## src/sdd_pkg.sv

```systemverilog
package sdd_pkg;

  localparam int unsigned CountBitsDefault = 16;
  localparam int unsigned CountWidth = 16;
  localparam int unsigned LenWidth = 32;

  localparam logic [7:0] StartMark = 8'd2;
  localparam logic [7:0] EndMark = 8'd3;
  localparam logic [7:0] SelectedTypeReset = 8'd88;

  localparam logic [1:0] KIND_LEN = 2'd0;
  localparam logic [1:0] KIND_START = 2'd1;
  localparam logic [1:0] KIND_TYPE = 2'd2;
  localparam logic [1:0] KIND_BODY = 2'd3;

  typedef enum logic [2:0] {
    PH_LEN0 = 3'd0,
    PH_LEN1 = 3'd1,
    PH_LEN2 = 3'd2,
    PH_LEN3 = 3'd3,
    PH_START = 3'd4,
    PH_TYPE = 3'd5,
    PH_BODY = 3'd6
  } phase_t;

  typedef struct packed {
    logic [7:0] out_byte;
    logic [1:0] byte_kind;
    logic is_selected;
    logic first_body;
    logic last_of_record;
    logic start_ok;
    logic end_ok;
    logic [CountWidth-1:0] record_count;
  } result_t;

  // Body length is the datagram length minus the start and type bytes,
  // clamped to zero when the difference is negative as a signed word.
  function automatic logic [LenWidth-1:0] body_len(input logic [LenWidth-1:0] len);
    logic [LenWidth-1:0] b;
    b = len - LenWidth'(2);
    return b[LenWidth-1] ? '0 : b;
  endfunction

endpackage

```

## src/sdd_byte_if.sv

```systemverilog
interface sdd_byte_if;
  logic valid;
  logic ready;
  logic [7:0] data_byte;

  modport source (output valid, output data_byte, input ready);
  modport sink (input valid, input data_byte, output ready);
endinterface

```

## src/sdd_label_if.sv

```systemverilog
interface sdd_label_if;
  logic valid;
  logic ready;
  logic [7:0] out_byte;
  logic [1:0] byte_kind;
  logic is_selected;
  logic first_body;
  logic last_of_record;
  logic start_ok;
  logic end_ok;
  logic [sdd_pkg::CountWidth-1:0] record_count;

  modport source (output valid, output out_byte, output byte_kind, output is_selected,
                  output first_body, output last_of_record, output start_ok,
                  output end_ok, output record_count, input ready);
  modport sink (input valid, input out_byte, input byte_kind, input is_selected,
                input first_body, input last_of_record, input start_ok,
                input end_ok, input record_count, output ready);
endinterface

```

## src/sdd_in_reg.sv

```systemverilog
module sdd_in_reg (
  input  logic clk,
  input  logic rst,
  sdd_byte_if.sink byte_in,
  input  logic take,
  output logic held_valid,
  output logic [7:0] held_byte
);

  // The held byte may be replaced in the same cycle it moves on.
  assign byte_in.ready = !held_valid || take;

  always_ff @(posedge clk) begin
    if (rst) begin
      held_valid <= 1'b0;
    end else if (byte_in.ready) begin
      held_valid <= byte_in.valid;
    end
  end

  always_ff @(posedge clk) begin
    if (byte_in.ready && byte_in.valid) begin
      held_byte <= byte_in.data_byte;
    end
  end

endmodule

```

## src/sdd_core.sv

```systemverilog
module sdd_core #(
  parameter int unsigned COUNT_BITS = sdd_pkg::CountBitsDefault
) (
  input  logic clk,
  input  logic rst,
  input  logic cfg_we,
  input  logic [7:0] cfg_data,
  input  logic fire,
  input  logic [7:0] data_byte,
  output sdd_pkg::result_t res
);

  localparam int unsigned CW = sdd_pkg::CountWidth;
  localparam int unsigned LW = sdd_pkg::LenWidth;
  localparam logic [CW-1:0] CountLimit =
    (COUNT_BITS >= CW) ? {CW{1'b1}} : CW'((64'd1 << COUNT_BITS) - 64'd1);

  logic [7:0] selected_type;
  sdd_pkg::phase_t phase, phase_next;
  logic [LW-1:0] length_acc, length_acc_next;
  logic [LW-1:0] body_left, body_left_next;
  logic [7:0] current_type, current_type_next;
  logic start_good, start_good_next;
  logic end_good, end_good_next;
  logic [CW-1:0] selected_total, selected_total_next;
  logic [LW-1:0] body_dec;

  always_ff @(posedge clk) begin
    if (rst) begin
      selected_type <= sdd_pkg::SelectedTypeReset;
    end else if (cfg_we) begin
      selected_type <= cfg_data;
    end
  end

  always_ff @(posedge clk) begin
    if (rst) begin
      phase <= sdd_pkg::PH_LEN0;
      length_acc <= '0;
      body_left <= '0;
      current_type <= '0;
      start_good <= 1'b0;
      end_good <= 1'b0;
      selected_total <= '0;
    end else if (fire) begin
      phase <= phase_next;
      length_acc <= length_acc_next;
      body_left <= body_left_next;
      current_type <= current_type_next;
      start_good <= start_good_next;
      end_good <= end_good_next;
      selected_total <= selected_total_next;
    end
  end

  assign body_dec = (body_left != '0) ? body_left - LW'(1) : body_left;

  always_comb begin
    phase_next = phase;
    length_acc_next = length_acc;
    body_left_next = body_left;
    current_type_next = current_type;
    start_good_next = start_good;
    end_good_next = end_good;
    selected_total_next = selected_total;
    res = '0;
    res.out_byte = data_byte;

    case (phase)
      sdd_pkg::PH_LEN1: begin
        res.byte_kind = sdd_pkg::KIND_LEN;
        length_acc_next = length_acc | (LW'(data_byte) << 8);
        phase_next = sdd_pkg::PH_LEN2;
      end
      sdd_pkg::PH_LEN2: begin
        res.byte_kind = sdd_pkg::KIND_LEN;
        length_acc_next = length_acc | (LW'(data_byte) << 16);
        phase_next = sdd_pkg::PH_LEN3;
      end
      sdd_pkg::PH_LEN3: begin
        res.byte_kind = sdd_pkg::KIND_LEN;
        length_acc_next = length_acc | (LW'(data_byte) << 24);
        body_left_next = sdd_pkg::body_len(length_acc_next);
        phase_next = sdd_pkg::PH_START;
      end
      sdd_pkg::PH_START: begin
        res.byte_kind = sdd_pkg::KIND_START;
        start_good_next = (data_byte == sdd_pkg::StartMark);
        end_good_next = (body_left == LW'(1)) && (data_byte == sdd_pkg::EndMark);
        res.start_ok = start_good_next;
        phase_next = sdd_pkg::PH_TYPE;
      end
      sdd_pkg::PH_TYPE: begin
        res.byte_kind = sdd_pkg::KIND_TYPE;
        current_type_next = data_byte;
        res.start_ok = start_good;
        if (body_left == LW'(2)) begin
          end_good_next = (data_byte == sdd_pkg::EndMark);
        end
        if (data_byte == selected_type && selected_total < CountLimit) begin
          selected_total_next = selected_total + CW'(1);
        end
        if (body_left == '0) begin
          res.last_of_record = 1'b1;
          phase_next = sdd_pkg::PH_LEN0;
        end else begin
          phase_next = sdd_pkg::PH_BODY;
        end
      end
      sdd_pkg::PH_BODY: begin
        res.byte_kind = sdd_pkg::KIND_BODY;
        res.start_ok = start_good;
        res.first_body = (body_left == sdd_pkg::body_len(length_acc));
        body_left_next = body_dec;
        if (body_dec == LW'(2)) begin
          end_good_next = (data_byte == sdd_pkg::EndMark);
        end
        if (body_dec == '0) begin
          res.last_of_record = 1'b1;
          res.end_ok = end_good_next;
          phase_next = sdd_pkg::PH_LEN0;
        end else begin
          phase_next = sdd_pkg::PH_BODY;
        end
      end
      default: begin
        // First length byte; the unused phase code lands here as well.
        res.byte_kind = sdd_pkg::KIND_LEN;
        length_acc_next = LW'(data_byte);
        phase_next = sdd_pkg::PH_LEN1;
      end
    endcase

    if (res.byte_kind == sdd_pkg::KIND_TYPE || res.byte_kind == sdd_pkg::KIND_BODY) begin
      res.is_selected = (current_type_next == selected_type);
    end
    res.record_count = selected_total_next;
  end

endmodule

```

## src/sdd_out_reg.sv

```systemverilog
module sdd_out_reg (
  input  logic clk,
  input  logic rst,
  input  logic load_valid,
  input  sdd_pkg::result_t res,
  output logic can_take,
  sdd_label_if.source label_out
);

  logic out_valid;
  sdd_pkg::result_t held;

  assign can_take = !out_valid || label_out.ready;

  always_ff @(posedge clk) begin
    if (rst) begin
      out_valid <= 1'b0;
    end else if (can_take) begin
      out_valid <= load_valid;
    end
  end

  always_ff @(posedge clk) begin
    if (can_take && load_valid) begin
      held <= res;
    end
  end

  assign label_out.valid = out_valid;
  assign label_out.out_byte = held.out_byte;
  assign label_out.byte_kind = held.byte_kind;
  assign label_out.is_selected = held.is_selected;
  assign label_out.first_body = held.first_body;
  assign label_out.last_of_record = held.last_of_record;
  assign label_out.start_ok = held.start_ok;
  assign label_out.end_ok = held.end_ok;
  assign label_out.record_count = held.record_count;

endmodule

```

## src/sonar_datagram_deframer_top.sv

```systemverilog
// A byte accepted from the source is held in the input register, labelled, and loaded into
// the result register, from which the label is offered to the sink.
// Throughput: one byte per cycle, sustained, as long as the result side keeps taking requests.
// The rate is set by the pass through the labelling logic between the input register and
// the result register; both register stages stall together on back-pressure.
// Reset (rst, synchronous, active high) empties both stages, returns the parser to the first
// length byte, clears the selected-datagram count and sets the selected type to 88.
module sonar_datagram_deframer_top #(
  parameter int unsigned COUNT_BITS = sdd_pkg::CountBitsDefault
) (
  input  logic clk,
  input  logic rst,
  input  logic cfg_we,
  input  logic [7:0] cfg_data,
  sdd_byte_if.sink byte_in,
  sdd_label_if.source label_out
);

  // Handshake between the stages: the held byte moves on whenever the
  // result register is empty or its current request is being taken.
  logic held_valid;
  logic [7:0] held_byte;
  logic can_take;
  logic fire;
  sdd_pkg::result_t res;

  assign fire = held_valid && can_take;

  // Input register: holds the byte being labelled. Its ready follows the
  // result side combinationally, so a full pipeline stalls the source at once.
  sdd_in_reg u_in_reg (
    .clk(clk),
    .rst(rst),
    .byte_in(byte_in),
    .take(can_take),
    .held_valid(held_valid),
    .held_byte(held_byte)
  );

  // Parser state and labelling. The state advances only when a byte
  // actually moves into the result register, so stalls never lose or repeat one.
  sdd_core #(
    .COUNT_BITS(COUNT_BITS)
  ) u_core (
    .clk(clk),
    .rst(rst),
    .cfg_we(cfg_we),
    .cfg_data(cfg_data),
    .fire(fire),
    .data_byte(held_byte),
    .res(res)
  );

  // Result register: holds a finished label while the sink is stalled.
  sdd_out_reg u_out_reg (
    .clk(clk),
    .rst(rst),
    .load_valid(held_valid),
    .res(res),
    .can_take(can_take),
    .label_out(label_out)
  );

endmodule

```

## src/flat_wrapper.sv

```systemverilog
// flat-port wrapper written by rule: the top's interface ports become plain ports
module sonar_datagram_deframer_top_flat 
#(
  parameter int unsigned COUNT_BITS = sdd_pkg::CountBitsDefault
)
  (clk, rst, cfg_we, cfg_data, byte_in_valid, byte_in_data_byte, byte_in_ready, label_out_valid, label_out_out_byte, label_out_byte_kind, label_out_is_selected, label_out_first_body, label_out_last_of_record, label_out_start_ok, label_out_end_ok, label_out_record_count, label_out_ready);
  sdd_byte_if byte_in_i ();
  sdd_label_if label_out_i ();
  input  logic clk;
  input  logic rst;
  input  logic cfg_we;
  input  logic [7:0] cfg_data;
  input wire logic [$bits(byte_in_i.valid)-1:0] byte_in_valid;
  input wire logic [$bits(byte_in_i.data_byte)-1:0] byte_in_data_byte;
  output wire logic [$bits(byte_in_i.ready)-1:0] byte_in_ready;
  output wire logic [$bits(label_out_i.valid)-1:0] label_out_valid;
  output wire logic [$bits(label_out_i.out_byte)-1:0] label_out_out_byte;
  output wire logic [$bits(label_out_i.byte_kind)-1:0] label_out_byte_kind;
  output wire logic [$bits(label_out_i.is_selected)-1:0] label_out_is_selected;
  output wire logic [$bits(label_out_i.first_body)-1:0] label_out_first_body;
  output wire logic [$bits(label_out_i.last_of_record)-1:0] label_out_last_of_record;
  output wire logic [$bits(label_out_i.start_ok)-1:0] label_out_start_ok;
  output wire logic [$bits(label_out_i.end_ok)-1:0] label_out_end_ok;
  output wire logic [$bits(label_out_i.record_count)-1:0] label_out_record_count;
  input wire logic [$bits(label_out_i.ready)-1:0] label_out_ready;
  assign byte_in_i.valid = byte_in_valid;
  assign byte_in_i.data_byte = byte_in_data_byte;
  assign byte_in_ready = byte_in_i.ready;
  assign label_out_valid = label_out_i.valid;
  assign label_out_out_byte = label_out_i.out_byte;
  assign label_out_byte_kind = label_out_i.byte_kind;
  assign label_out_is_selected = label_out_i.is_selected;
  assign label_out_first_body = label_out_i.first_body;
  assign label_out_last_of_record = label_out_i.last_of_record;
  assign label_out_start_ok = label_out_i.start_ok;
  assign label_out_end_ok = label_out_i.end_ok;
  assign label_out_record_count = label_out_i.record_count;
  assign label_out_i.ready = label_out_ready;
  sonar_datagram_deframer_top #(.COUNT_BITS(COUNT_BITS)) u_core (.clk(clk), .rst(rst), .cfg_we(cfg_we), .cfg_data(cfg_data), .byte_in(byte_in_i), .label_out(label_out_i));
endmodule
```

## config.mk

```make
export PLATFORM = sky130hd
export DESIGN_NAME = sonar_datagram_deframer_top_flat
export DESIGN_NICKNAME = d
export VERILOG_FILES = /design/src/sdd_pkg.sv /design/src/sdd_byte_if.sv /design/src/sdd_label_if.sv /design/src/sdd_in_reg.sv /design/src/sdd_core.sv /design/src/sdd_out_reg.sv /design/src/sonar_datagram_deframer_top.sv /design/src/flat_wrapper.sv
export SDC_FILE = /design/constraint.sdc
export NUM_CORES = 1
export LEC_CHECK = 0
export ABC_AREA = 1
export ABC_CLOCK_PERIOD_IN_PS = 3050
export BUFFER_PORTS_ARGS = -buffer_cell sky130_fd_sc_hd__buf_2
export CAP_MARGIN = 20
export CELL_PAD_IN_SITES_DETAIL_PLACEMENT = 1
export CELL_PAD_IN_SITES_GLOBAL_PLACEMENT = 1
export CORE_ASPECT_RATIO = 0.7
export CORE_MARGIN = 2
export CORE_UTILIZATION = 44
export DETAILED_ROUTE_END_ITERATION = 10
export PLACE_DENSITY_LB_ADDON = 0.1
export SLEW_MARGIN = 10
export SYNTH_ARGS = -nofsm -noshare
export SYNTH_HDL_FRONTEND = slang
export SYNTH_HIERARCHICAL = 1
export SYNTH_SLANG_ARGS = --single-unit
export TNS_END_PERCENT = 20
```

## constraint.sdc

```tcl
create_clock -name clk -period 3.05 [get_ports clk]
set_clock_uncertainty 0.05 [all_clocks]
set_input_delay 0.1525 -clock clk [delete_from_list [all_inputs] [get_ports clk]]
set_output_delay 0.1525 -clock clk [all_outputs]
set_load 0.01 [all_outputs]
```

-- Yosys cells after proc, flatten, opt, wreduce, memory -nomap -nowiden
Index checks and enable logic that the tools add are counted.
- register bits after elaboration: 142
- logic and storage cells: 85
- output and inout port bits: 33
- reductions and logical operators: 21
- add/sub/neg operators: 4
- multiplexer cells: 19
- equal/unequal tests: 17
- $lt $le $gt $ge: 1
- bitwise gates (word level): 4
- operator list (cell ; number):
    one-hot mux 32 bit (4 select lines) ; 1
    == test 32 x 2 -> 1 bit, second input constant ; 2
    zero test 32 bit ; 2
    one-hot mux 32 bit (2 select lines) ; 1
    subtractor 32 x 2 -> 32 bit, second input constant ; 2
    two-way mux 31 bit ; 2
    == test 32 x 1 -> 1 bit, second input constant ; 1
    == test 32 x 31 -> 1 bit ; 1
    two-way mux 16 bit ; 2
    two-way mux 32 bit ; 1
    OR 32 x 16 -> 32 bit ; 1
    OR 32 x 24 -> 32 bit ; 1
    OR 32 bit ; 1
    nonzero test 32 bit ; 1
    subtractor 32 x 1 -> 32 bit, second input constant ; 1
    one-hot mux 3 bit (6 select lines) ; 1
    adder 16 x 1 -> 16 bit, second input constant ; 1
    == test 8 x 2 -> 1 bit, second input constant ; 2
    == test 8 bit ; 2
    less-than comparator 16 bit, second input constant ; 1
    == test 3 bit, second input constant ; 3
    two-way mux 8 bit ; 1
    AND reduction 2 bit ; 4
    == test 3 x 2 -> 1 bit, second input constant ; 2
    other kinds (17) ; 29

-- Logic depth before layout (Yosys ltp)
Gate-level depths: netlist of the first run.
- word-level depth: 5
- gate-level depth with buffers: 18
- depth with buffers taken out: 18

-- Modules after synthesis
The synthesis of the first run kept the hierarchy.
- modules (own cells, without submodules) (module ; instances ; seq. area each (um^2) ; cells each ; area each (um^2)):
    sdd_core ; 1 ; 2021.9 ; 1338 ; 7866.3
    sdd_out_reg ; 1 ; 950.9 ; 37 ; 978.4
    sdd_in_reg ; 1 ; 260.2 ; 14 ; 287.8
    sonar_datagram_deframer_top ; 1 ; 0.0 ; 2 ; 7.5

-- Worst setup path before layout of the first run
OpenSTA, ideal clock, no wires.
- path type: register -> register
- from: register u_core.u_in_reg.held_valid
- to: register u_core.u_out_reg.held, in the netlist u_core/u_out_reg/label_out.byte_kind[0] (enable)
- period minus slack after synthesis: 2457 ps
- slack: 593 ps
- arrival time: 1977 ps
- library setup time: 430 ps
- cell stages (with the launch flop): 3
- required time: 2570 ps
- path buffers: 0
- cell sequence: dfxtp_1 inv_1 a21oi_1
- cells in the longest elaborated chain, start to end: 1
- ends and longest elaborated chain (item ; line ; source):
    start, declared ; sdd_in_reg.sv:6 ; output logic held_valid,
    start signal, assigned ; sdd_in_reg.sv:17 ; held_valid <= byte_in.valid;
    logical AND 1 bit ; sdd_out_reg.sv:24 ; if (can_take && load_valid) begin
    end signal, assigned ; sdd_out_reg.sv:25 ; held <= res;
    end, declared ; sdd_out_reg.sv:11 ; sdd_pkg::result_t held;
Every way passes these cells.
A chain may end at the register's enable or synchronous reset.

-- Worst setup path after layout of the first run
- from: register u_core.u_core.length_acc[1]
- to: register u_core.u_core.body_left[27]
- cells in the longest elaborated chain, start to end: 4
- ends and longest elaborated chain (item ; line ; source):
    start, declared ; sdd_core.sv:20 ; logic [LW-1:0] length_acc, length_acc_next;
    start signal, assigned ; sdd_core.sv:47 ; length_acc <= length_acc_next;
    OR 32 bit ; sdd_core.sv:82 ; length_acc_next = length_acc | (LW'(data_byte) << 24);
    subtractor 32 x 2 -> 32 bit ; sdd_pkg.sv:41 ; b = len - LenWidth'(2);
    two-way mux 31 bit ; sdd_pkg.sv:42 ; return b[LenWidth-1] ? '0 : b;
    one-hot mux 32 bit (2 select lines) ; sdd_core.sv:69 ; case (phase)
    end signal, assigned ; sdd_core.sv:48 ; body_left <= body_left_next;
    end, declared ; sdd_core.sv:21 ; logic [LW-1:0] body_left, body_left_next;
Every way passes these cells.

==> results of run 1 <==
sequential cells by signal (all words and copies together) (netlist names), 8 cells and up:
name                                     cells
u_core/u_core/current_type                   8
u_core/u_out_reg/label_out.record_count     16
u_core/u_in_reg/held_byte                    8
u_core/u_core/body_left                     32
u_core/u_out_reg/label_out.out_byte          8
u_core/u_core/selected_total                16
u_core/u_core/length_acc                    32
u_core/u_core/selected_type                  8
critical path, delay by kind of cell, from the launching register on:
kind            cells  cell delay, ps
fa+ha+maj           1             210
xor+xnor            1             290
simple gates        7            1230
buf+inv             3             410
flops               1             310
compound gates      2             370
worst min path at each step:
stage                                     from                                           to  slack [ps]  cells past startpoint
final                                   cfg_we  u_core/u_core/selected_type[6]$_SDFFE_PP1P_          30                      3
after global routing                    cfg_we  u_core/u_core/selected_type[6]$_SDFFE_PP1P_          50                      3
after CTS                               cfg_we  u_core/u_core/selected_type[6]$_SDFFE_PP1P_           3                      3
after detailed placement  byte_in_data_byte[0]       u_core/u_in_reg/held_byte[0]$_DFFE_PP_         280                      1
after global placement    byte_in_data_byte[0]       u_core/u_in_reg/held_byte[0]$_DFFE_PP_         280                      1
after floorplan                            rst      u_core/u_in_reg/held_valid$_SDFFE_PP0P_         160                      1
metrics by stage:
step                hold slack (ps)  setup slack [ps]
floorplan                     164.9             593.5
global placement              281.1             24.87
detailed placement            282.5             2.442
CTS                           2.605             27.53
global route                  48.19            -43.88
finish                        32.87             112.5
report_power, final:
part	switching [W]	total, W	internal (W)
Sequential	0.0000744	0.00210	0.00202
Clock	0.000951	0.00210	0.00115
Combinational	0.000846	0.00123	0.000388
cell usage in the layout, fill, tap and decap left out, drive strengths merged, types with 26 or more instances in the layout:
cell | netlist | routed
nand2 | 354 | 354
nor2 | 206 | 206
inv | 173 | 181
o21ai | 110 | 110
dfxtp | 103 | 103
nand3 | 102 | 102
buf | 25 | 90
a21oi | 76 | 76
xor2 | 58 | 58
edfxtp | 39 | 39
nand4 | 30 | 30
a31oi | 26 | 26
logic make-up after synthesis:
family,Yosys count,synth area share
AND/OR/NAND/NOR,721,0.3368
AO/OA/AOI/OAI,232,0.1377
buffers and inverters,228,0.1025
flip-flops,142,0.3537
XOR/XNOR,63,0.06242
adder cells (fa/ha/maj),5,0.006845
cell type report:
cell class	instances	share of cell area
clock buffers	18	0.04058
clock inverters	14	0.01384
inverters	176	0.06246
multi-input cells	1021	0.4733
flip-flops and latches	142	0.3057
well taps	276	0.03265
repair buffers	110	0.07145
repair_timing:
action / in CTS / in global routing
hold endpoints to repair: 18 / 0
hold buffers: 20 / 0
gates resized for setup: 1 / 7
endpoints found under the setup margin: 1 / 7
pin swaps: 0 / 0
routing by layer:
layer / wire (µm) / track usage / up-vias
met2: 15280 / 0.4870 / 447
met1: 17630 / 0.5089 / 4866
met3: 4402 / 0.1352 / 44
met5: 126 / 0.04398 / -
met4: 469 / 0.06271 / 2
li1: - / - / 4663
==> flow_summary.ini, run 1 <==
[run_status]
outcome = finished clean

[placement]
dp_cells = 1705
finalWeightedCongestion = 1.043
placed_cell_area_um2 = 9776
dp_hpwl_um = 28840
portBuffers = 53

[finish]
final_cells = 1757
fin_nets = 1494
antenna_cells = 0
finalInstanceArea_um2 = 10580
syn2layout_area_growth_pct = 15.72
final_layout_size_suffix_gt1_frac = 0.1155
multi_input_area_um2 = 5006
finalCoreUtilization = 0.5151
n_fill_cell = 2729
regArea_um2 = 3233

[floorplanning]
die_h_um = 124.6
ios = 54
initial_core_util = 0.4451
std_cell_rows = 44
core_um2 = 20530
dieWidth_um = 176.3
dieArea_um2 = 21960

[detailed_routing]
viasPerCell = 5.704
route.detailed.drc = 0
drt_iter0_drc = 901
wl_per_cell_um = 21.58
firstDrtPassIters = 8
routed_wl_um = 37910
vias = 10020
ant_nets = 0

[hold_path]
hold_class = input port to register

[yosys]
synth_area_leaders = dfxtp_1 23%, nand2_1 14%, edfxtp_1 13%, nor2_1 7.7%, inv_1 6.9%
yosysSeqAreaShare = 0.3537
synth_cell_types = 40
synth.cells.most_frequent = 346 x nand2_1, 188 x nor2_1, 167 x inv_1, 103 x dfxtp_1, 100 x nand3_1
syn_inst = 1391
synth.avg_cell_area_um2 = 6.571
synth-seq-cells = 142
synth_edf_count = 39
syn_nets = 1417
yosys_warnings = 6
postSynth.asyncResetShare = 0
synth_area_um2 = 9140
synth.top_cell.area_share = 0.2256
synth_most_common_cell = nand2_1
yosysTopAreaCell = dfxtp_1
yosys_most_used_dff = dfxtp_1

[power_and_ir_drop]
power_density_nw_per_um2 = 513.9
vdd_drop_max_v = 0.0003259
fin_total_pwr_w = 0.005435
p_leak_nw = 4.982

[clock_network]
clk_latency_ps = 430
numCtsBuffers = 17
cts_max_level = 4
clock_path_buffers = 2
postCtsSetupRepairBufs = 0
path_clk_slew_ps = 70
tritoncts = built
clock_sinks = 142
clockRootBuffer = clkbuf_16

[setup_path]
path_cells = inv_1 > ha_1 > buf_4 > nand2_1 > nor2_2 > nand4_1 > inv_1 > nand2_1 > nor3_1 > xor2_1 > nand3_1 > o21ai_2 > nand2_1 > a21oi_1
slowest_stage = dfxtp_1
cp-end-kind = register
crit_path_end = u_core/u_core/body_left[27]$_SDFFE_PP0P_
crit_fanout = 5
r2r_end = u_core/u_core/body_left[27]$_SDFFE_PP0P_
crit_type = register to register
r2r_cells = 14
slowest_delay_ps = 310
cp_data_arrival_time_ps = 3240
r2r-start = u_core/u_core/length_acc[1]$_SDFFE_PP0P_
critPathLaunch = u_core/u_core/length_acc[1]$_SDFFE_PP0P_
r2r_slack_ps = 110
cp-start-kind = register
cp_common_cell = nand2_1
cp.required_ps = 3360

[sta]
rsz0062_at_grt = true
hold_violations = 0
tns_ps = 0
setup-violations-final = 0
worst_pin_slew_ps = 966.0
period_share = 0.9631
finalMaxSlewViolations = 0
max_freq_mhz = 340.4
relSlewSlack = 0.3553
fin_crit_ps = 2938

[global_routing]
grt_pass1_wl_um = 58170
grt_max_degree = 52
antenna_found_initial = 1
grt_pass1_vias = 9800
grt_usage = 0.3497
gr-total-overflow = 0

[flow_run]
drv_cap = 0
Power figures use the tool's default switching activity.
==> run 2: changes to the inputs <==
ABC_CLOCK_PERIOD_IN_PS = 2600   (was 3050)
CORE_UTILIZATION = 40   (was 44)
clock period = 2.6 ns   (was 3.05 ns; I/O delays follow)
==> run 2 against run 1 <==
Effect of this change:
- first-iteration DRC count up 33%
- critical path type unchanged
- largest cell class unchanged
- sequential share of layout area down 3.7 points
- combinational power up 44%
- worst hold slack better by 42 ps
- global-route usage down 0.23 points
- fmax up 12%
- sequential cell count unchanged
- setup slack worse by 150 ps
- wire length up 13%
- critical endpoint is now u_core/u_out_reg/label_out.first_body$_DFFE_PP_
- total power up 27%
- utilization up 1.8 points
- the flow now finishes with violations (negative setup slack)
==> flow_summary.ini, run 2 (synthesis gave the netlist of run 1 again) <==
[power_and_ir_drop]
power_switching_share = 0.3391
power_frac_seq = 0.358
switchingPower_w = 0.002340
p_int_w = 0.004561
p_clk_frac = 0.385
power_density_nw_per_um2 = 573.5
p_leak_nw = 5.744
p_comb_frac = 0.257
vdd_drop_max_v = 0.0004378
fin_total_pwr_w = 0.006901

[detailed_routing]
firstDrtPassIters = 6
route.detailed.drc = 0
wl_per_cell_um = 22.29
drt_iter0_drc = 1195
ant_nets = 0
routed_wl_um = 42770
vias = 10740
viasPerCell = 5.599

[global_routing]
antenna_found_initial = 0
grt_pass1_wl_um = 61690
grt_usage = 0.3474
grt_pass1_vias = 10140
gr-total-overflow = 0
grt_max_degree = 52

[placement]
finalWeightedCongestion = 0.9859
dp_slack_ps = -29.88
dp_hpwl_um = 31370
portBuffers = 53

[clock_network]
numCtsBuffers = 17
path_clk_slew_ps = 70
clock_path_buffers = 2
tritoncts = built
clock_sinks = 142
cts_max_level = 4
clk_latency_ps = 440
clockRootBuffer = clkbuf_16

[sta]
finalMaxSlewViolations = 0
fin_ws_ps = -33.92
hold_violations = 0
relSlewSlack = 0.4466
worst_pin_slew_ps = 830.1
rsz0062_at_grt = true
setup-violations-final = 1
max_freq_mhz = 379.7
fin_crit_ps = 2634
period_share = 1.013

[setup_path]
r2r-start = u_core/u_core/length_acc[4]$_SDFFE_PP0P_
cp_data_arrival_time_ps = 2880
cp.required_ps = 2840
cp-start-kind = register
crit_type = register to register
cp-end-kind = register
crit_fanout = 3
r2r_cells = 14
critPathLaunch = u_core/u_core/length_acc[4]$_SDFFE_PP0P_

[floorplanning]
die_h_um = 130.5
dieWidth_um = 184.7
core_um2 = 22560
ios = 54
initial_core_util = 0.4051
dieArea_um2 = 24090
std_cell_rows = 46

[run_status]
outcome = finished with violations
violations = negative setup slack

[finish]
syn2layout_area_growth_pct = 31.65
regArea_um2 = 3238
final_layout_size_suffix_gt1_frac = 0.2242
final_cell_mix = 328 x nand2_1, 164 x inv_1, 153 x nor2_1
reg_top3 = u_core/u_core/body_left (32), u_core/u_core/length_acc (32)
fin_nets = 1619
n_fill_cell = 2988
layout_commonest_cell = nand2_1
multi_input_area_um2 = 5318

[hold_path]
min_from = cfg_we
hold_class = input port to register
hold_depth = 3

[flow_run]
drv_cap = 0
## run 2: metal layers
metal | vias up | global-route usage | share of wire
met5 | - | 0 | 0
met4 | 0 | 0.06536 | 0.011
met3 | 40 | 0.08426 | 0.098
met2 | 446 | 0.4967 | 0.42
met1 | 5340 | 0.5278 | 0.47
li1 | 4918 | - | -
## run 2: worst max-delay path: stages, from the launching register on
cell	delay [ps]
dfxtp_1	330
nor2_1	140
nand4_1	220
nor2_4	200
nand3_2	150
inv_1	120
nand2_1	90
buf_4	170
xor2_1	240
nand2_1	150
xor2_1	190
nand4_1	140
nor2_1	120
nand2_1	60
nor2_1	120
## run 2: area by class of cell
class,count,area share
antenna,1,0.0002080
clock buffer,17,0.03535
tap,312,0.03244
multi-input combinational,1023,0.4419
inverter,176,0.05511
sequential,142,0.2691
timing repair buffer,233,0.1495
clock inverter,15,0.01633
## run 2: power by group through the flow
stage          registers (W)  clock network (W)  logic, W
6_report             0.00247            0.00266   0.00177
5_1_grt              0.00248            0.00279   0.00190
4_1_cts              0.00246            0.00269   0.00153
3_5_place_dp         0.00250                  0   0.00148
3_3_place_gp         0.00250                  0   0.00145
2_1_floorplan        0.00249                  0  0.000938
## run 2: worst paths after layout
kind / endpoint / slack (ps)
max: u_core/u_out_reg/label_out.first_body$_DFFE_PP_ / -30
min: u_core/u_core/selected_type[5]$_SDFFE_PP0P_ / 70
max reg2reg: u_core/u_out_reg/label_out.first_body$_DFFE_PP_ / -30
min reg2reg: u_core/u_core/start_good$_SDFFE_PP0P_ / 440
## run 2: timing repair
item                                    in CTS  in global routing
gates resized for setup                      3                105
buffers inserted                             0                 11
hold buffers                                24                  0
endpoints found under the hold margin       18                  0
cloned                                       0                  7
pin swaps                                    1                 21
endpoints found under the setup margin       5                 38
## run 2: stage by stage
| step | utilization | cell area, µm² | std cells | setup TNS (ps) | hold WS (ps) |
|---|---|---|---|---|---|
| after CTS | 0.5097 | 11500 | 1900 | 0 | 13.83 |
| after global placement | 0.4712 | 10630 | 1844 | 0 | 256.8 |
| after floorplan | - | 9140 | 1391 | 0 | 142.4 |
| after global routing | 0.5332 | 12030 | 1918 | -101.5 | 115.3 |
| final | 0.5333 | 12030 | 1919 | -33.92 | 74.40 |
| after detailed placement | 0.4712 | 10630 | 1844 | -48.52 | 259.0 |
